[src/rtl/pdct_pkg.sv]
// ----------------------------------------------------------------------------
// pdct_pkg
// Shared field widths, command codes, register indexes and types of the
// Poisson-disk candidate table.
// ----------------------------------------------------------------------------
package pdct_pkg;

    localparam int CMD_W    = 2;
    localparam int VERTEX_W = 10;
    localparam int DIST_W   = 24;
    localparam int VCOUNT_W = 11;
    localparam int CFG_IDX_W  = 1;
    localparam int CFG_DATA_W = 24;

    // command codes
    localparam logic [CMD_W-1:0] CMD_REPORT  = 2'd0;
    localparam logic [CMD_W-1:0] CMD_SELECT  = 2'd1;
    localparam logic [CMD_W-1:0] CMD_RESTART = 2'd2;

    // register indexes
    localparam logic [CFG_IDX_W-1:0] REG_RADIUS = 1'b0;
    localparam logic [CFG_IDX_W-1:0] REG_VCOUNT = 1'b1;

    // register reset values
    localparam logic [DIST_W-1:0]   RADIUS_RST = 24'd65536;
    localparam logic [VCOUNT_W-1:0] VCOUNT_RST = 11'd1024;

    // scan stream control, one entry per cycle
    typedef struct packed {
        logic valid;  // entry data on the read port this cycle
        logic first;  // entry is the first of the scan
    } t_scan_ctl;

    // scan status
    typedef struct packed {
        logic cand_found;
        logic uns_found;
    } t_scan_flags;

endpackage

[src/rtl/pdct_scan.sv]
// ----------------------------------------------------------------------------
// pdct_scan
// Running search over a stream of table entries: least-distance candidate
// (lowest index on ties) and lowest unsupported vertex.
// ----------------------------------------------------------------------------
module pdct_scan #(
    parameter int AW = 10,
    parameter int DW = 24
) (
    input  logic                    i_clk,
    input  logic                    i_rst_n,
    input  pdct_pkg::t_scan_ctl     i_ctl,
    input  logic [AW-1:0]           i_index,
    input  logic                    i_uns,
    input  logic                    i_cand,
    input  logic [DW-1:0]           i_dist,
    output pdct_pkg::t_scan_flags   o_flags,
    output logic [AW-1:0]           o_cand_index,
    output logic [AW-1:0]           o_uns_index
);
    import pdct_pkg::*;

    t_scan_flags     r_flags, n_flags;
    logic [AW-1:0]   r_cand_index, n_cand_index;
    logic [AW-1:0]   r_uns_index, n_uns_index;
    logic [DW-1:0]   r_best, n_best;
    t_scan_flags     prev;

    always_comb begin
        // the first entry starts a fresh search
        prev         = i_ctl.first ? '0 : r_flags;
        n_flags      = r_flags;
        n_cand_index = r_cand_index;
        n_uns_index  = r_uns_index;
        n_best       = r_best;
        if (i_ctl.valid) begin
            n_flags = prev;
            if (i_cand && (!prev.cand_found || i_dist < r_best)) begin
                n_flags.cand_found = 1'b1;
                n_cand_index       = i_index;
                n_best             = i_dist;
            end
            if (i_uns && !prev.uns_found) begin
                n_flags.uns_found = 1'b1;
                n_uns_index       = i_index;
            end
        end
    end

    always_ff @(posedge i_clk) begin
        if (!i_rst_n) begin
            r_flags <= '0;
        end else begin
            r_flags <= n_flags;
        end
        r_cand_index <= n_cand_index;
        r_uns_index  <= n_uns_index;
        r_best       <= n_best;
    end

    assign o_flags      = r_flags;
    assign o_cand_index = r_cand_index;
    assign o_uns_index  = r_uns_index;

endmodule
[config.mk]
export PLATFORM = sky130hd
export DESIGN_NAME = pdct_scan
export DESIGN_NICKNAME = d
export VERILOG_FILES = /design/src/rtl/pdct_pkg.sv /design/src/rtl/pdct_scan.sv
export SDC_FILE = /design/constraint.sdc
export NUM_CORES = 1
export LEC_CHECK = 0
export ABC_AREA = 0
export BUFFER_PORTS_ARGS = -buffer_cell sky130_fd_sc_hd__buf_2
export CAP_MARGIN = 5
export CORE_UTILIZATION = 47
export CTS_BUF_LIST = sky130_fd_sc_hd__clkbuf_4 sky130_fd_sc_hd__clkbuf_8
export DETAILED_ROUTE_END_ITERATION = 8
export PLACE_DENSITY = 0.77
export SYNTH_ARGS = -nofsm -noshare
export SYNTH_HDL_FRONTEND = slang
export SYNTH_SLANG_ARGS = --single-unit
[constraint.sdc]
create_clock -name i_clk -period 4.3 [get_ports i_clk]
set_input_delay 1.29 -clock i_clk [delete_from_list [all_inputs] [get_ports i_clk]]
set_output_delay 1.29 -clock i_clk [all_outputs]
set_load 0.05 [all_outputs]
==> results_dict.tcl, run 1 <==
set metrics [dict create \
    power_density_mw_per_mm2 374.9 \
    gp_congestion 0.7338 \
    cp_num_cells 8 \
    synth_edf_count 44 \
    syn_area_mm2 0.002008 \
    synth.avg_cell_area_um2 14.34 \
    hp-class "register to register" \
    cp.required_ns 4.34 \
    clk_latency_ns 0.29 \
    layout.nets 273 \
    setup_viol 0 \
    min_to "o_flags[0]" \
    min_from "o_flags[0]" \
    syn_nets 203 \
    start_util_pct 49.49 \
    p_int_mw 0.6887 \
    dr.pass1.iters 4 \
    outcome "complete, no violations" \
    p_sw_share_pct 26.26 \
    final_cell_mix "61 x buf_2, 44 x edfxtp_1, 25 x inv_1" \
    power.share.clock_pct 26.4 \
    finalHoldViolations 0 \
    holdBufCountCts 0 \
    worst_path_max_delay_cell "nor4_2" \
    die_y_um 67.37 \
    maxCapViolations 0 \
    netlist_instances 140 \
    ff2ff_setup_slack_ns 2.06 \
    htreeDepth 2 \
    ys_warn_count 0 \
    critPathKind "input port to register" \
    drc 0 \
    relSlewSlack_pct 27.20 \
    cp_top_family "simple AND/OR/NAND/NOR gates" \
    min_period_ns 2.966 \
    track_usage_pct 16.43 \
    p_leak_nw 1.125 \
    row_count 23 \
    rsz0062_at_grt "no" \
    vdd_ir_drop_max_mv 0.1479 \
    grt_pass1_vias 1226 \
    die_w_um 67.37 \
    hold_ws_ns 0.4942 \
    root_buffer "clkbuf_8" \
    grt_max_degree 19 \
    critPathMaxFanout 18 \
    drive_gt1_share_pct 35.07 \
    worstRegToRegCells 8 \
    ys_seq_area_share_pct 67.79 \
    drt_wl_total_um 3201 \
    synth-async-reset-ratio_pct 0 \
    finalMaxSlewViolations 0 \
    ys_ff_latch 46 \
    cts_tree "built" \
    drtAntennaViolNets 0 \
    worst_pin_slew_ns 1.092 \
    synth_ff_type "edfxtp_1" \
    crit_chain "buf_2 > ha_1 > nand4_2 > nor4_2 > a211oi_1 > a32oi_1 > a31oi_4 > buf_4" \
    via_count 1275 \
    power.net_switching_mw 0.2453 \
    grt_pass1_wl_um 5347 \
    pwr-share-seq_pct 57.1 \
    post_cts_buffers 0 \
    setup_tns_ns 0 \
    critPathMaxStageDelay_ns 0.44 \
    routedWlPerCell_um 12.26 \
    syn_to_final_growth_pct 24.05 \
    r2r-end "o_cand_index[6]" \
    worst_setup_path_end_kind "register" \
    clk_pin_slew_ns 0.08 \
    final_common_cell "buf_2" \
    grt_antenna_before_repair 0 \
    crit_arrival_ns 3.01 \
    first_iter_violations 75 \
    post-dp-hpwl_um 2551 \
    diodes 0 \
    core_area_mm2 0.004058 \
    fin_skew_ns 0.003658 \
    num_io_pins 62 \
    routed_via_density 4.885 \
    start_kind "input port" \
    p_comb_share_pct 16.5 \
    post_cts_resize_count 0 \
    hold_depth 2 \
    cts_buffers 5 \
    grt_overflow 0 \
    cts_sinks 46 \
    fp.dieArea_mm2 0.004538 \
    post-route-period-util_pct 68.97 \
    clk_path_buf_depth 2 \
    synth_cell_types 25 \
    cp.buffers_inverters 2 \
    fmax_ghz 0.3372 \
    portBuffers 61 \
    r2r_start "r_best[23]" \
]
## flip-flops by register name, indices dropped and copies added, names as in the netlist
register / cells
o_uns_index: 10
o_cand_index: 10
r_best: 24
o_flags: 2
## power by group through the flow
| stage | clock, mW | combinational, mW | sequential (mW) |
|---|---|---|---|
| after global placement | 0 | 0.153 | 0.543 |
| after detailed placement | 0 | 0.156 | 0.544 |
| after floorplan | 0 | 0.0606 | 0.586 |
| after CTS | 0.258 | 0.157 | 0.534 |
| after global routing | 0.269 | 0.174 | 0.537 |
| final | 0.246 | 0.154 | 0.534 |
## kinds of logic after synthesis
group | synth area share (%)
flip-flops | 67.79
AND/OR/NAND/NOR | 5.981
adder cells (fa/ha/maj) | 14.33
AO/OA/AOI/OAI | 7.228
buffers and inverters | 4.673
## cell usage after synthesis, types with 2 or more instances
library cell / n / area (um^2)
nor2_1: 2 / 7.510
a21oi_1: 11 / 55.05
nand2_1: 12 / 45.04
inv_1: 25 / 93.84
nand4_2: 2 / 25.02
o21ai_0: 3 / 15.01
dfxtp_1: 2 / 40.04
edfxtp_1: 44 / 1321
ha_1: 23 / 287.8
## layer usage
metal,track usage [%],part of all wire (%),vias to the layer above
li1,-,-,648
met1,21.71,47,571
met2,25.25,44,51
met3,5.405,8.1,5
met4,5.851,1.2,0
met5,0,0,-
## worst reg2reg max path, stage by stage (launching register included)
cell and delay, ns:
edfxtp_1 0.34, inv_1 0.04, ha_1 0.32, nand4_2 0.16, nor4_2 0.44, a211oi_1 0.13
a32oi_1 0.27, a31oi_4 0.05, buf_4 0.24
## metrics by stage
step           total power, mW  util, %  cells  setup slack, ns  instance area, um^2
2_1_floorplan           0.6465        -    140           0.6986                 2014
3_3_place_gp            0.6960    59.30    253            1.084                 2406
3_5_place_dp            0.7005    59.30    253            1.009                 2406
4_1_cts                 0.9491    61.39    261            1.333                 2491
5_1_grt                 0.9800    61.39    261            1.191                 2491
6_report                0.9340    61.39    261            1.334                 2491
## cell type report
type / count / area (um^2)
Fill cell: 322 / 1567
Sequential cell: 46 / 1361
Multi-Input combinational cell: 69 / 568.0
Timing Repair Buffer: 63 / 320.3
Inverter: 25 / 93.84
Clock buffer: 5 / 68.82
Tap cell: 50 / 62.56
Clock inverter: 3 / 16.27
## worst max-delay path by stage
stage | startpoint | to | slack, ns
after CTS | i_dist[23] | o_cand_index[1] | 1.33
final | i_dist[23] | o_cand_index[6] | 1.33
after global routing | i_dist[23] | r_best[12] | 1.19
after floorplan | i_dist[23] | o_cand_index[0] | 0.70
after global placement | i_dist[23] | o_cand_index[4] | 1.08
after detailed placement | i_dist[23] | o_cand_index[7] | 1.01
(Power assumes the default switching activity.)
==> run 2, diff against run 1 <==
==> constraint.sdc (replaced) <==
create_clock -name i_clk -period 2.6 [get_ports i_clk]
set_input_delay 0.78 -clock i_clk [delete_from_list [all_inputs] [get_ports i_clk]]
set_output_delay 0.78 -clock i_clk [all_outputs]
set_load 0.05 [all_outputs]
==> run 2 against run 1 <==
Effect of this change:
- die area did not move
- critical path depth fell by 1
- via count rose by 5.5%
- count of clock-buffer cells in the layout did not move
- critical endpoint is now r_best[21]
==> results_dict.tcl, run 2 (synthesis gave the netlist of run 1 again) <==
set metrics [dict create \
    setup_viol 0 \
    routedWlPerCell_um 14.42 \
    largest_register_ffs 24 \
    cts_sinks 46 \
    dr.pass1.iters 4 \
    grt_antenna_before_repair 0 \
    gr-usage-met1_pct 22.02 \
    htreeDepth 2 \
    die_y_um 67.37 \
    crit_arrival_ns 2.40 \
    die_w_um 67.37 \
    grt_pass1_vias 1307 \
    worst_setup_path_end_kind "register" \
    post_cts_buffers 0 \
    post-dp-hpwl_um 2849 \
    gp_congestion 0.7448 \
    maxCapViolations 0 \
    rsz0062_at_grt "no" \
    power_density_mw_per_mm2 634.6 \
    finalMaxSlewViolations 0 \
    root_buffer "clkbuf_8" \
    layout.nets 279 \
    fin_skew_ns 0.008550 \
    postPlaceCellArea_mm2 0.002582 \
    via_count 1345 \
    critPathKind "input port to register" \
    cp.required_ns 2.57 \
    final_common_cell "buf_2" \
    portBuffers 61 \
    grt_overflow 0 \
    outcome "complete, no violations" \
    grt_pass1_wl_um 6030 \
    core_area_mm2 0.004058 \
    finalPower_mw 1.727 \
    track_usage_pct 18.69 \
    critPathMaxFanout 17 \
    fp.dieArea_mm2 0.004538 \
    cts_buffers 5 \
    diodes 0 \
    num_io_pins 62 \
    fmax_ghz 0.4109 \
    start_kind "input port" \
    routed_via_density 5.037 \
    final_area_mm2 0.002721 \
    first_iter_violations 80 \
    hp-class "register to register" \
    worst_pin_slew_ns 0.6421 \
    start_util_pct 49.49 \
    final_cell_mix "61 x buf_2, 44 x edfxtp_1, 25 x inv_1" \
    clk_pin_slew_ns 0.08 \
    p_comb_share_pct 17.6 \
    min_period_ns 2.434 \
    cts_tree "built" \
    power.share.clock_pct 31.3 \
    drive_gt1_share_pct 43.32 \
    drc 0 \
    finalHoldViolations 0 \
    p_int_mw 1.268 \
    post-route-period-util_pct 93.61 \
    relSlewSlack_pct 56.86 \
    power.net_switching_mw 0.4587 \
    p_leak_nw 1.179 \
    p_sw_share_pct 26.56 \
    drt_wl_total_um 3850 \
    row_count 23 \
    top_register "r_best" \
    clk_path_buf_depth 2 \
    pwr-share-seq_pct 51.1 \
    drtAntennaViolNets 0 \
    syn_to_final_growth_pct 35.51 \
    met3_usage_pct 5.405 \
    hold_ws_ns 0.5005 \
    busiest_layer "met2" \
    grt_max_degree 18 \
    vdd_ir_drop_max_mv 0.3147 \
    clk_latency_ns 0.30 \
    use_met2_pct 31.62 \
]
==> run 2: path summary, 6_finish.rpt <==
path	slack (ns)	start	cells past startpoint	end
worst max-delay path	0.17	i_dist[19]	7	r_best[21]
worst min-delay path	0.50	o_flags[0]	2	o_flags[0]
worst min register to register	0.50	o_flags[0]	2	o_flags[0]
worst max register to register	0.35	r_best[16]	7	r_best[21]
==> run 2: worst max-delay path, stage by stage <==
cell and delay, ns:
buf_2 0.12, ha_4 0.27, nand4_2 0.16, nor4_4 0.31, a211oi_1 0.11, a32oi_1 0.42, a31oi_4 0.22
==> run 2: area by class of cell <==
class | instances | area [um^2]
Sequential cell | 46 | 1361
Fill cell | 295 | 1336
Multi-Input combinational cell | 70 | 733.2
Timing Repair Buffer | 68 | 357.8
Inverter | 25 | 93.84
Clock buffer | 5 | 68.82
Tap cell | 50 | 62.56
Clock inverter | 3 | 43.79
==> run 2: power groups by stage <==
stage | clock network [mW] | logic (mW) | registers (mW)
after floorplan | 0 | 0.123 | 0.968
after global placement | 0 | 0.282 | 0.899
after detailed placement | 0 | 0.297 | 0.902
after CTS | 0.551 | 0.307 | 0.884
after global routing | 0.578 | 0.336 | 0.888
final | 0.540 | 0.304 | 0.883
==> run 2: metal layers <==
layer / part of all wire, % / routed length (um) / vias to the layer above
met5: 0 / 0 / -
met4: 1.5 / 59 / 0
met3: 8.4 / 323 / 7
met2: 49 / 1876 / 60
met1: 41 / 1591 / 617
li1: - / - / 661
==> run 2: per-stage QoR <==
step	setup WS [ns]	TNS, ns	std cells	util, %
after floorplan	0.003920	0	140	-
after global placement	-0.3979	-13.51	258	63.64
after detailed placement	-0.5056	-17.15	258	63.64
after CTS	0.04111	0	267	66.94
after global routing	0.06604	0	267	67.07
final	0.1661	0	267	67.07
==> run 2: timing repair <==
item | in CTS | in global routing
cloned | 1 | 0
hold buffers | 0 | 0
setup endpoints to repair | 34 | 34
resized for setup | 1 | 1
==> run 3, diff against run 2 <==
==> constraint.sdc (replaced) <==
create_clock -name i_clk -period 2.6 [get_ports i_clk]
set_input_delay 0.39 -clock i_clk [delete_from_list [all_inputs] [get_ports i_clk]]
set_output_delay 0.39 -clock i_clk [all_outputs]
set_load 0.05 [all_outputs]
==> run 3 against run 2 <==
Effect of this change:
- critical path depth is the same
- cell count fell by 1.9%
- hold slack lost 0.22 ns
- register-to-register slack worse by 0.09 ns
- via count is 1.4% lower
- clock power down 1%
- largest power group unchanged
- non-clock buffer count decreased by 5
- fmax up 4.0%
- global-route usage fell by 1.7 points
- count of clock-buffer cells in the layout unchanged
- setup slack improved by 0.093 ns
- power decreased by 2.8%
==> results_dict.tcl, run 3 (synthesis gave the netlist of run 1 again) <==
set metrics [dict create \
    track_usage_pct 17.00 \
    num_io_pins 62 \
    final_cell_mix "61 x buf_2, 44 x edfxtp_1, 25 x inv_1" \
    clk_latency_ns 0.30 \
    htreeDepth 2 \
    start_util_pct 49.49 \
    dr.pass1.iters 4 \
    die_y_um 67.37 \
    fp.dieArea_mm2 0.004538 \
    r2r-end "r_best[4]" \
    cts_tree "built" \
    grt_overflow 0 \
    critPathMaxStageDelay_ns 0.45 \
    setup_viol 0 \
    routed_via_density 5.061 \
    drc 0 \
    final_common_cell "buf_2" \
    ff2ff_setup_slack_ns 0.26 \
    diodes 0 \
    power_density_mw_per_mm2 660.7 \
    finalHoldViolations 0 \
    worstRegToRegCells 7 \
    rsz0062_at_grt "no" \
    crit_end "r_best[4]" \
    hp-class "input port to register" \
    outcome "complete, no violations" \
    relSlewSlack_pct 53.62 \
    finalPower_mw 1.678 \
    drtAntennaViolNets 0 \
    clk_path_buf_depth 2 \
    worst_path_max_delay_cell "a32oi_1" \
    crit_chain "inv_1 > ha_1 > nand4_2 > nor4_2 > a211oi_1 > a32oi_1 > a31oi_4" \
    clk_pin_slew_ns 0.09 \
    fin_skew_ns 0.004560 \
    top_register "r_best" \
    grt_pass1_wl_um 5457 \
    post-route-period-util_pct 90.03 \
    hold_ws_ns 0.2773 \
    drive_gt1_share_pct 35.85 \
    grt_max_degree 35 \
    min_period_ns 2.341 \
    layout.nets 274 \
    cts_buffers 5 \
    critPathLaunch "r_best[23]" \
    cts_sinks 46 \
    die_w_um 67.37 \
    syn_to_final_growth_pct 26.48 \
    r2r_start "r_best[23]" \
    routedWlPerCell_um 13.57 \
    start_kind "register" \
    drt_wl_total_um 3556 \
    critPathMaxFanout 17 \
    cp.required_ns 2.56 \
    post-dp-hpwl_um 2589 \
    setup_tns_ns 0 \
    grt_pass1_vias 1230 \
    gp_congestion 0.7118 \
    critPathKind "register to register" \
    row_count 23 \
    root_buffer "clkbuf_8" \
    vdd_ir_drop_max_mv 0.4136 \
    crit_arrival_ns 2.30 \
    fmax_ghz 0.4272 \
    worst_setup_path_end_kind "register" \
    core_area_mm2 0.004058 \
    first_iter_violations 75 \
    worst_pin_slew_ns 0.6904 \
    largest_register_ffs 24 \
    via_count 1326 \
    finalMaxSlewViolations 0 \
    grt_antenna_before_repair 0 \
    p_leak_nw 1.145 \
    maxCapViolations 0 \
    portBuffers 61 \
]
==> run 3: timing repair <==
action                                  in CTS  in global routing
setup buffers                                0                  0
resized for setup                            0                  1
endpoints found under the setup margin       0                 34
hold buffers                                 0                  0
==> run 3: worst max-delay path, delay by kind of cell, from the launching register on <==
kind	cells	cell delay (ns)
AND/OR/NAND/NOR	2	0.51
AO/OA/AOI/OAI	3	0.80
buffers and inverters	1	0.04
flip-flops	1	0.33
adder cells (fa/ha/maj)	1	0.31
==> run 3: worst min path at each step <==
stage | cells past startpoint | slack [ns] | start | to
global route | 1 | 0.26 | i_index[1] | o_uns_index[1]
global placement | 2 | 0.48 | o_flags[0] | o_flags[0]
finish | 1 | 0.28 | i_index[7] | o_uns_index[7]
floorplan | 0 | 0.49 | i_index[0] | o_cand_index[0]
detailed placement | 2 | 0.47 | o_flags[0] | o_flags[0]
CTS | 1 | 0.27 | i_index[7] | o_uns_index[7]
==> run 3: through the flow <==
step | std cells | utilization [%] | setup WS, ns | area (um^2)
2_1_floorplan | 140 | - | 0.3000 | 2023
3_3_place_gp | 253 | 59.30 | -0.08670 | 2406
3_5_place_dp | 253 | 59.30 | -0.1374 | 2406
4_1_cts | 261 | 62.07 | 0.01124 | 2519
5_1_grt | 262 | 62.60 | 0.03682 | 2540
6_report | 262 | 62.60 | 0.2593 | 2540
==> run 3: final cells by class <==
cell class                 count  area (um^2)
clock buffer                   5        68.82
clock inverter                 3        43.79
fill                         318         1518
inverter                      25        93.84
multi-input combinational     70        589.3
sequential                    46         1361
tap                           50        62.56
timing repair buffer          63        320.3
==> run 3: where the power goes <==
| part | internal [mW] | switching [mW] |
|---|---|---|
| registers | 0.871 | 0.0125 |
| logic | 0.0850 | 0.176 |
| clock network | 0.288 | 0.246 |
| total | 1.24 | 0.434 |
==> run 3: metal layers <==
layer / part of all wire, % / track usage, % / up-vias
met1: 45 / 21.91 / 614
met5: 0 / 0 / -
li1: - / - / 652
met2: 46 / 27.38 / 53
met4: 1.5 / 4.787 / 0
met3: 7.5 / 5.574 / 7
